===== src/pt_pkg.sv =====
// Shared types, constants and defaults of the presence table unit.
package pt_pkg;

   localparam int unsigned DEF_TABLE_ENTRIES = 32;
   localparam int unsigned DEF_ID_BYTES      = 4;
   localparam int unsigned DEF_TIME_BITS     = 48;

   localparam int unsigned NODE_ID_BITS  = 32;
   localparam int unsigned NOW_TIME_BITS = 48;
   localparam int unsigned MAX_AGE_BITS  = 32;
   localparam int unsigned SLOT_BITS     = 5;

   localparam int unsigned MS_TO_US      = 1000;
   localparam int unsigned MS_TO_US_BITS = 10;
   localparam int unsigned LIMIT_BITS    = MAX_AGE_BITS + MS_TO_US_BITS;

   localparam logic FUNC_TOUCH = 1'b0;
   localparam logic FUNC_QUERY = 1'b1;

   typedef struct packed {
      logic                     func;
      logic [NODE_ID_BITS-1:0]  node_id;
      logic [NOW_TIME_BITS-1:0] now_time;
      logic [MAX_AGE_BITS-1:0]  age_limit_ms;
   } req_type;

   typedef struct packed {
      logic                 found;
      logic [SLOT_BITS-1:0] slot;
      logic                 evicted;
      logic                 seen_recently;
   } rsp_type;

   // Commands from the controller to the datapath.
   typedef struct packed {
      logic load;
      logic scan_step;
      logic finish;
      logic load_rsp;
   } cmd_type;

   // Status from the datapath to the controller.
   typedef struct packed {
      logic last_rd;
   } status_type;

endpackage


===== src/pt_ram.sv =====
// Generic single-write, single-read RAM with registered read data.
module pt_ram #(
   parameter int unsigned WIDTH = 8,
   parameter int unsigned DEPTH = 32
) (
   input  logic                     clock,
   input  logic                     wr_en,
   input  logic [$clog2(DEPTH)-1:0] wr_addr,
   input  logic [WIDTH-1:0]         wr_data,
   input  logic                     rd_en,
   input  logic [$clog2(DEPTH)-1:0] rd_addr,
   output logic [WIDTH-1:0]         rd_data
);

   logic [WIDTH-1:0] mem_ff [DEPTH];
   logic [WIDTH-1:0] rd_data_ff;

   always_ff @(posedge clock) begin
      if (wr_en) begin
         mem_ff[wr_addr] <= wr_data;
      end
      if (rd_en) begin
         rd_data_ff <= mem_ff[rd_addr];
      end
   end

   assign rd_data = rd_data_ff;

endmodule


===== src/pt_ctrl.sv =====
// Controller state machine of the presence table unit.
module pt_ctrl (
   input  logic                clock,
   input  logic                reset,
   input  logic                req_valid,
   output logic                req_stall,
   output logic                rsp_valid,
   input  logic                rsp_stall,
   output pt_pkg::cmd_type     cmd,
   input  pt_pkg::status_type  status
);
   import pt_pkg::*;

   typedef enum logic [2:0] {
      ST_IDLE,
      ST_SCAN,
      ST_DRAIN,
      ST_FINISH,
      ST_RESULT
   } state_type;

   state_type state_ff;
   logic      rsp_valid_ff;
   logic      rsp_free;

   // The result register can take a new beat when empty or being drained.
   assign rsp_free = !rsp_valid_ff || !rsp_stall;

   always_comb begin
      cmd           = '0;
      cmd.load      = (state_ff == ST_IDLE) && req_valid;
      cmd.scan_step = (state_ff == ST_SCAN);
      cmd.finish    = (state_ff == ST_FINISH);
      cmd.load_rsp  = (state_ff == ST_RESULT) && rsp_free;
   end

   always_ff @(posedge clock) begin
      if (reset) begin
         state_ff     <= ST_IDLE;
         rsp_valid_ff <= 1'b0;
      end else begin
         case (state_ff)
            ST_IDLE: begin
               if (req_valid) begin
                  state_ff <= ST_SCAN;
               end
            end
            ST_SCAN: begin
               if (status.last_rd) begin
                  state_ff <= ST_DRAIN;
               end
            end
            ST_DRAIN: begin
               state_ff <= ST_FINISH;
            end
            ST_FINISH: begin
               state_ff <= ST_RESULT;
            end
            ST_RESULT: begin
               if (rsp_free) begin
                  state_ff <= ST_IDLE;
               end
            end
            default: begin
               state_ff <= ST_IDLE;
            end
         endcase

         if ((state_ff == ST_RESULT) && rsp_free) begin
            rsp_valid_ff <= 1'b1;
         end else if (!rsp_stall) begin
            rsp_valid_ff <= 1'b0;
         end
      end
   end

   assign req_stall = (state_ff != ST_IDLE);
   assign rsp_valid = rsp_valid_ff;

endmodule


===== src/pt_dpath.sv =====
// Datapath of the presence table unit: entry RAM, valid bits, scan trackers, result.
module pt_dpath #(
   parameter int unsigned TABLE_ENTRIES = pt_pkg::DEF_TABLE_ENTRIES,
   parameter int unsigned ID_BYTES      = pt_pkg::DEF_ID_BYTES,
   parameter int unsigned TIME_BITS     = pt_pkg::DEF_TIME_BITS
) (
   input  logic                clock,
   input  logic                reset,
   input  pt_pkg::cmd_type     cmd,
   output pt_pkg::status_type  status,
   input  pt_pkg::req_type     req_data,
   output pt_pkg::rsp_type     rsp_data
);
   import pt_pkg::*;

   localparam int unsigned IDX_W  = $clog2(TABLE_ENTRIES);
   localparam int unsigned IDW    = (8 * ID_BYTES < NODE_ID_BITS) ? 8 * ID_BYTES : NODE_ID_BITS;
   localparam int unsigned TW     = (TIME_BITS < NOW_TIME_BITS) ? TIME_BITS : NOW_TIME_BITS;
   localparam int unsigned DW     = IDW + TW;
   localparam int unsigned CMP_W  = (TW > LIMIT_BITS) ? TW : LIMIT_BITS;
   localparam int unsigned LAST_I = TABLE_ENTRIES - 1;

   logic [IDW-1:0]           item_id_ff;
   logic [TW-1:0]            now_ff;
   logic                     func_ff;
   logic [LIMIT_BITS-1:0]    limit_ff;

   logic [IDX_W-1:0]         rd_idx_ff;
   logic [IDX_W-1:0]         eval_idx_ff;
   logic                     eval_pend_ff;
   logic [TABLE_ENTRIES-1:0] valid_ff;

   logic                     hit_ff;
   logic [IDX_W-1:0]         hit_idx_ff;
   logic [TW-1:0]            hit_time_ff;
   logic                     free_ff;
   logic [IDX_W-1:0]         free_idx_ff;
   logic                     old_ff;
   logic [IDX_W-1:0]         old_idx_ff;
   logic [TW-1:0]            old_time_ff;
   logic [TW-1:0]            age_ff;
   rsp_type                  rsp_ff;

   logic [DW-1:0]            rd_data;
   logic [IDW-1:0]           ent_id;
   logic [TW-1:0]            ent_time;
   logic                     ent_valid;
   logic [IDX_W-1:0]         target_idx;
   logic                     is_touch;
   logic                     wr_en;

   assign ent_id     = rd_data[DW-1:TW];
   assign ent_time   = rd_data[TW-1:0];
   assign ent_valid  = valid_ff[eval_idx_ff];
   assign is_touch   = (func_ff == FUNC_TOUCH);
   assign target_idx = hit_ff ? hit_idx_ff : (free_ff ? free_idx_ff : old_idx_ff);
   assign wr_en      = cmd.finish && is_touch;

   assign status.last_rd = (rd_idx_ff == IDX_W'(LAST_I));

   pt_ram #(
      .WIDTH (DW),
      .DEPTH (TABLE_ENTRIES)
   ) u_entry_ram (
      .clock   (clock),
      .wr_en   (wr_en),
      .wr_addr (target_idx),
      .wr_data ({item_id_ff, now_ff}),
      .rd_en   (cmd.scan_step),
      .rd_addr (rd_idx_ff),
      .rd_data (rd_data)
   );

   always_ff @(posedge clock) begin
      if (reset) begin
         valid_ff     <= '0;
         eval_pend_ff <= 1'b0;
      end else begin
         eval_pend_ff <= cmd.scan_step;
         if (wr_en) begin
            valid_ff[target_idx] <= 1'b1;
         end
      end
   end

   always_ff @(posedge clock) begin
      if (cmd.load) begin
         item_id_ff <= IDW'(req_data.node_id);
         now_ff     <= TW'(req_data.now_time);
         func_ff    <= req_data.func;
         limit_ff   <= LIMIT_BITS'(req_data.age_limit_ms) * LIMIT_BITS'(MS_TO_US);
         rd_idx_ff  <= '0;
         hit_ff     <= 1'b0;
         free_ff    <= 1'b0;
         old_ff     <= 1'b0;
      end else begin
         if (cmd.scan_step) begin
            rd_idx_ff   <= rd_idx_ff + IDX_W'(1);
            eval_idx_ff <= rd_idx_ff;
         end
         if (eval_pend_ff) begin
            // First valid match wins.
            if (ent_valid && (ent_id == item_id_ff) && !hit_ff) begin
               hit_ff      <= 1'b1;
               hit_idx_ff  <= eval_idx_ff;
               hit_time_ff <= ent_time;
            end
            // Lowest free entry.
            if (!ent_valid && !free_ff) begin
               free_ff     <= 1'b1;
               free_idx_ff <= eval_idx_ff;
            end
            // Oldest valid entry; strict compare keeps the lowest index on ties.
            if (ent_valid && (!old_ff || (ent_time < old_time_ff))) begin
               old_ff      <= 1'b1;
               old_idx_ff  <= eval_idx_ff;
               old_time_ff <= ent_time;
            end
         end
      end

      if (cmd.finish) begin
         // Time running backwards counts as zero age.
         age_ff <= (now_ff >= hit_time_ff) ? (now_ff - hit_time_ff) : '0;
      end

      if (cmd.load_rsp) begin
         rsp_ff.found         <= hit_ff;
         rsp_ff.slot          <= (is_touch || hit_ff) ? SLOT_BITS'(target_idx) : '0;
         rsp_ff.evicted       <= is_touch && !hit_ff && !free_ff;
         rsp_ff.seen_recently <= !is_touch && hit_ff &&
                                 (CMP_W'(age_ff) <= CMP_W'(limit_ff));
      end
   end

   assign rsp_data = rsp_ff;

endmodule


===== src/presence_table_lru_unit.sv =====
// Top level of the presence table unit with least-recently-seen replacement.
//
// The unit keeps TABLE_ENTRIES neighbor entries, each an id, a last-seen time in
// microseconds and a valid mark; reset clears every valid mark. A touch beat
// refreshes the time of the first valid entry whose id matches, otherwise writes
// the id into the lowest free entry, otherwise overwrites the valid entry with the
// smallest time (lowest index on ties) and reports evicted. A query beat reports
// whether the id is present and whether its age is at most age_limit_ms * 1000
// microseconds; a stored time later than now_time counts as zero age. Only the low
// 8*ID_BYTES bits of node_id and the low TIME_BITS bits of now_time are used.
// Each item is accepted, then its entries are read by the serial scan of the entry
// RAM through its single read port, one entry per cycle, then the drain, update and
// result stages follow; a new item is taken only after the result stage has loaded
// the previous result into the output register. A stalled earlier result holds
// the unit in its result stage until that beat is taken.
// The result sits in an output register, so a new request beat is accepted while
// an earlier result beat is still stalled.
module presence_table_lru_unit #(
   parameter int unsigned TABLE_ENTRIES = pt_pkg::DEF_TABLE_ENTRIES,
   parameter int unsigned ID_BYTES      = pt_pkg::DEF_ID_BYTES,
   parameter int unsigned TIME_BITS     = pt_pkg::DEF_TIME_BITS
) (
   input  logic            clock,
   input  logic            reset,
   input  logic            req_valid,
   output logic            req_stall,
   input  pt_pkg::req_type req_data,
   output logic            rsp_valid,
   input  logic            rsp_stall,
   output pt_pkg::rsp_type rsp_data
);
   import pt_pkg::*;

   // Commands and status joining the controller and the datapath.
   cmd_type    cmd;
   status_type status;

   // The controller sequences accept, scan, drain, update and result stages.
   pt_ctrl u_ctrl (
      .clock     (clock),
      .reset     (reset),
      .req_valid (req_valid),
      .req_stall (req_stall),
      .rsp_valid (rsp_valid),
      .rsp_stall (rsp_stall),
      .cmd       (cmd),
      .status    (status)
   );

   // The datapath holds the entry RAM, the valid marks and the scan trackers.
   pt_dpath #(
      .TABLE_ENTRIES (TABLE_ENTRIES),
      .ID_BYTES      (ID_BYTES),
      .TIME_BITS     (TIME_BITS)
   ) u_dpath (
      .clock    (clock),
      .reset    (reset),
      .cmd      (cmd),
      .status   (status),
      .req_data (req_data),
      .rsp_data (rsp_data)
   );

endmodule


===== config.mk =====
export PLATFORM = sky130hd
export DESIGN_NAME = presence_table_lru_unit
export DESIGN_NICKNAME = d
export VERILOG_FILES = /design/src/pt_pkg.sv /design/src/pt_ram.sv /design/src/pt_ctrl.sv /design/src/pt_dpath.sv /design/src/presence_table_lru_unit.sv
export SDC_FILE = /design/constraint.sdc
export NUM_CORES = 2
export LEC_CHECK = 0
export BUFFER_PORTS_ARGS = -buffer_cell sky130_fd_sc_hd__buf_2
export CORE_MARGIN = 2
export CORE_UTILIZATION = 35
export CTS_BUF_LIST = sky130_fd_sc_hd__clkbuf_2 sky130_fd_sc_hd__clkbuf_4 sky130_fd_sc_hd__clkbuf_8
export CTS_CLUSTER_SIZE = 30
export DETAILED_ROUTE_END_ITERATION = 10
export PLACE_DENSITY = 0.51
export SLEW_MARGIN = 20
export SYNTH_ARGS = -nofsm -noshare
export SYNTH_HDL_FRONTEND = slang
export SYNTH_HIERARCHICAL = 1
export SYNTH_SLANG_ARGS = --single-unit

===== constraint.sdc =====
create_clock -name clock -period 8 [get_ports clock]
set_input_delay 1.2 -clock clock [delete_from_list [all_inputs] [get_ports clock]]
set_output_delay 1.2 -clock clock [all_outputs]
set_load 0.01 [all_outputs]

==> reports/qor.csv <==
metric;value;unit
io_buffers;126;
synth_seq_cells;2977;
setup.worst_path.start_class;input port;
ctsResizeCount;0;
synth_nets;7083;
rsz0062_at_grt;false;
dieArea;0.352;mm2
post_cts_buffers;0;
synth_top_area_share;72.4;%
route.detailed.drc;0;
hold_buffers;0;
clockRootBuffer;clkbuf_8;
avgSynthCellArea;18.4;um2
syn2layout_area_growth;14.0;%
r2r-end;u_dpath/u_entry_ram/mem_ff[10][64]$_DFFE_PP_;
grt_pass1_wl;491000;um
tns;0;ns
synth_top_area_cell;edfxtp_1;
ir_drop;0.184;mV
p_leak;44.9;nW
reg2reg_slack;3.30;ns
min_period_over_period;65.8;%
hold_depth;1;
cts_buffer_depth;4;
num-nets-final;7607;
synth_ff_type;edfxtp_1;
path_max_fanout;5;
cp_data_required_time;8.90;ns
num_vias;64903;
ys_seq_area_share;73.1;%
finClkSkew;0.0900;ns
htree_levels;6;
worstRegToRegCells;7;
post-route-min-period;5.26;ns
grt_remaining_overflow;0;
cts_tree;yes;
antenna_found_initial;15;
async_flop_share;0;%
hpwl;177000;um
rows;216;
postRouteWirelength;345000;um
status;finished clean;
initial_core_util;35.2;%
grt_max_degree;127;
drive_gt1_share;20.6;%
tightest_slew;1.20;ns
numCtsBuffers;518;
hold-path-endpoint;u_dpath/now_ff[6]$_DFFE_PP_;
ys_warn_count;6;
finalSetupViolations;0;
synth.distinct_cells;86;
fp.dieH;593;um
routabilityCongestion;0.820;
first_iter_violations;6191;
die_w;593;um
reg2reg_from;u_ctrl/state_ff[1]$_SDFFE_PP0P_;
netlist_instances;6626;
hold_class;in -> reg;
grt.total_usage;19.2;%
grt_pass1_vias;66064;
hp-start;req_data[38];
via_per_inst;5.36;
powerDensity;263;mW/mm2
slew_viol_final;0;
maxCapViolations;0;
cp.arrival;6.17;ns
wl_per_cell;28.5;um
hold_violations;0;
fmax;190;MHz
core;0.346;mm2
ys_top_cells_by_area;edfxtp_1, mux4_2, mux2i_1;
io_pins;127;
antenna_left;0;
firstDrtPassIters;6;
cp-end-kind;flop;
synth_area;0.122;mm2
clock_sinks;2977;
synth_edf_count;2932;
slew_headroom;19.6;%
place_area;0.129;mm2
fin_area;0.139;mm2
crit_type;in -> reg;
worst_skew_pair.late_latency;1.19;ns
path_clk_slew;0.06;ns
[sequential cells by signal, summed over array words and instances, names as in the netlist]
signal                       flops
u_dpath/u_entry_ram/mem_ff    2560
u_dpath/u_entry_ram/rd_data     80
u_dpath/age_ff                  48
u_dpath/hit_time_ff             48
u_dpath/now_ff                  48
u_dpath/old_time_ff             48
u_dpath/limit_ff                39
u_dpath/item_id_ff              32
u_dpath/valid_ff                32
u_dpath/rsp_data                 8
u_dpath/eval_idx_ff              5
u_dpath/free_idx_ff              5
u_dpath/hit_idx_ff               5
u_dpath/old_idx_ff               5
u_dpath/rd_idx_ff                5
u_ctrl/state_ff                  3
u_ctrl/rsp_valid                 1
u_dpath/eval_pend_ff             1
u_dpath/free_ff                  1
u_dpath/func_ff                  1
u_dpath/hit_ff                   1
u_dpath/old_ff                   1
[per-stage QoR]
stage / hold WS, ns / std cells / utilization [%] / worst slack (ns) / power (mW)
final: 0.206 / 12113 / 40.1 / 2.74 / 36.5
after global routing: 0.0940 / 12112 / 40.1 / 2.44 / 38.2
after CTS: 0.0871 / 12101 / 40.1 / 2.90 / 37.0
after detailed placement: 0.456 / 11202 / 37.2 / 1.66 / 23.4
after global placement: 0.442 / 11201 / 37.2 / 1.60 / 23.3
after floorplan: 0.431 / 6626 / - / 0.591 / 21.8
[metal layers]
metal	track usage [%]	wire [um]	part of all wire [%]	vias up
li1	-	-	-	27655
met2	31.8	167000	48	2106
met1	26.6	151000	44	34658
met4	4.82	7620	2.2	6
met5	0	46	0.013	-
met3	2.97	19300	5.6	478
[kinds of logic (layout without fill, tap and decap cells)]
family / Yosys count / count (layout) / synth area share (%)
AND/OR/NAND/NOR: 658 / 658 / 2.69
adder cells (fa/ha/maj): 340 / 340 / 4.23
other: 0 / 6 / 0
flip-flops: 2977 / 2977 / 73.1
XOR/XNOR: 107 / 107 / 0.771
multiplexers: 979 / 979 / 11.5
buffers and inverters: 627 / 1530 / 2.26
AO/OA/AOI/OAI: 938 / 938 / 5.45
[worst max-delay path by stage]
stage / depth (start not counted) / slack [ns] / from / to
after floorplan: 3 / 0.59 / u_ctrl/state_ff[0]$_SDFFE_PP0P_ / u_dpath/eval_idx_ff[0]$_DFFE_PP_
after global placement: 16 / 1.60 / req_data[6] / u_dpath/limit_ff[40]$_DFFE_PP_
after detailed placement: 16 / 1.66 / req_data[6] / u_dpath/limit_ff[40]$_DFFE_PP_
after CTS: 16 / 2.90 / req_data[6] / u_dpath/limit_ff[40]$_DFFE_PP_
after global routing: 16 / 2.44 / req_data[6] / u_dpath/limit_ff[40]$_DFFE_PP_
final: 16 / 2.74 / req_data[6] / u_dpath/limit_ff[40]$_DFFE_PP_
[worst max-delay path: stages]
cell       delay, ns
buf_2           0.12
inv_1           0.22
fa_1            0.49
fa_1            0.54
fa_1            0.45
fa_1            0.54
inv_1           0.05
ha_1            0.36
a2111oi_0       0.46
o21ai_1         0.18
a41oi_2         0.32
a2bb2oi_1       0.21
a31oi_2         0.43
o21ai_1         0.14
a311oi_1        0.34
xnor2_1         0.12
[placed cells by master (no fill, tap or decap), drive strengths merged, types with 59 or more instances in the layout]
cell type	synthesis	routed
a21o	90	90
a21oi	157	157
a22oi	425	425
a31oi	59	59
buf	178	309
clkbuf	127	712
clkinv	0	137
edfxtp	2932	2932
fa	119	119
ha	221	221
inv	322	348
mux2i	647	647
mux4	330	330
nand2	83	83
nand3	173	173
nand4	85	85
nor2	192	192
o21ai	66	66
xor2	62	62
[synth_stat cells, types with 4 or more instances]
cell	count
a211oi_1	14
a21o_1	90
a21oi_1	156
a22o_1	44
a22oi_1	425
a31oi_1	57
a32oi_1	4
and2_1	11
and3_1	8
buf_1	12
buf_2	122
buf_4	25
buf_6	18
clkbuf_1	127
dfxtp_1	45
edfxtp_1	2932
fa_1	119
ha_1	221
inv_1	322
mux2i_1	647
mux4_2	330
nand2_1	83
nand2b_1	11
nand3_1	173
nand3b_1	7
nand4_1	84
nor2_1	189
nor2b_1	26
nor3_1	21
nor3b_1	4
nor4_1	12
o211ai_1	7
o21a_1	12
o21ai_0	61
o21ai_1	4
o21bai_1	16
o31ai_1	4
or3_1	4
xnor2_1	45
xor2_1	62
[layout make-up]
class	count	area (um2)
antenna	6	15.0
clock buffer	712	8680
clock inverter	187	1210
fill	31321	207000
inverter	322	1210
multi-input combinational	3022	30400
sequential	2977	89000
tap	4578	5730
timing repair buffer	309	2540
[power breakdown]
group	internal, mW	leakage (nW)	switching, mW	total [mW]
clock	7.24	5.22	6.25	13.5
combinational	2.14	12.9	3.17	5.31
sequential	17.6	26.8	0.175	17.7
total	26.9	44.9	9.60	36.5
Power figures use the tool's default switching activity.
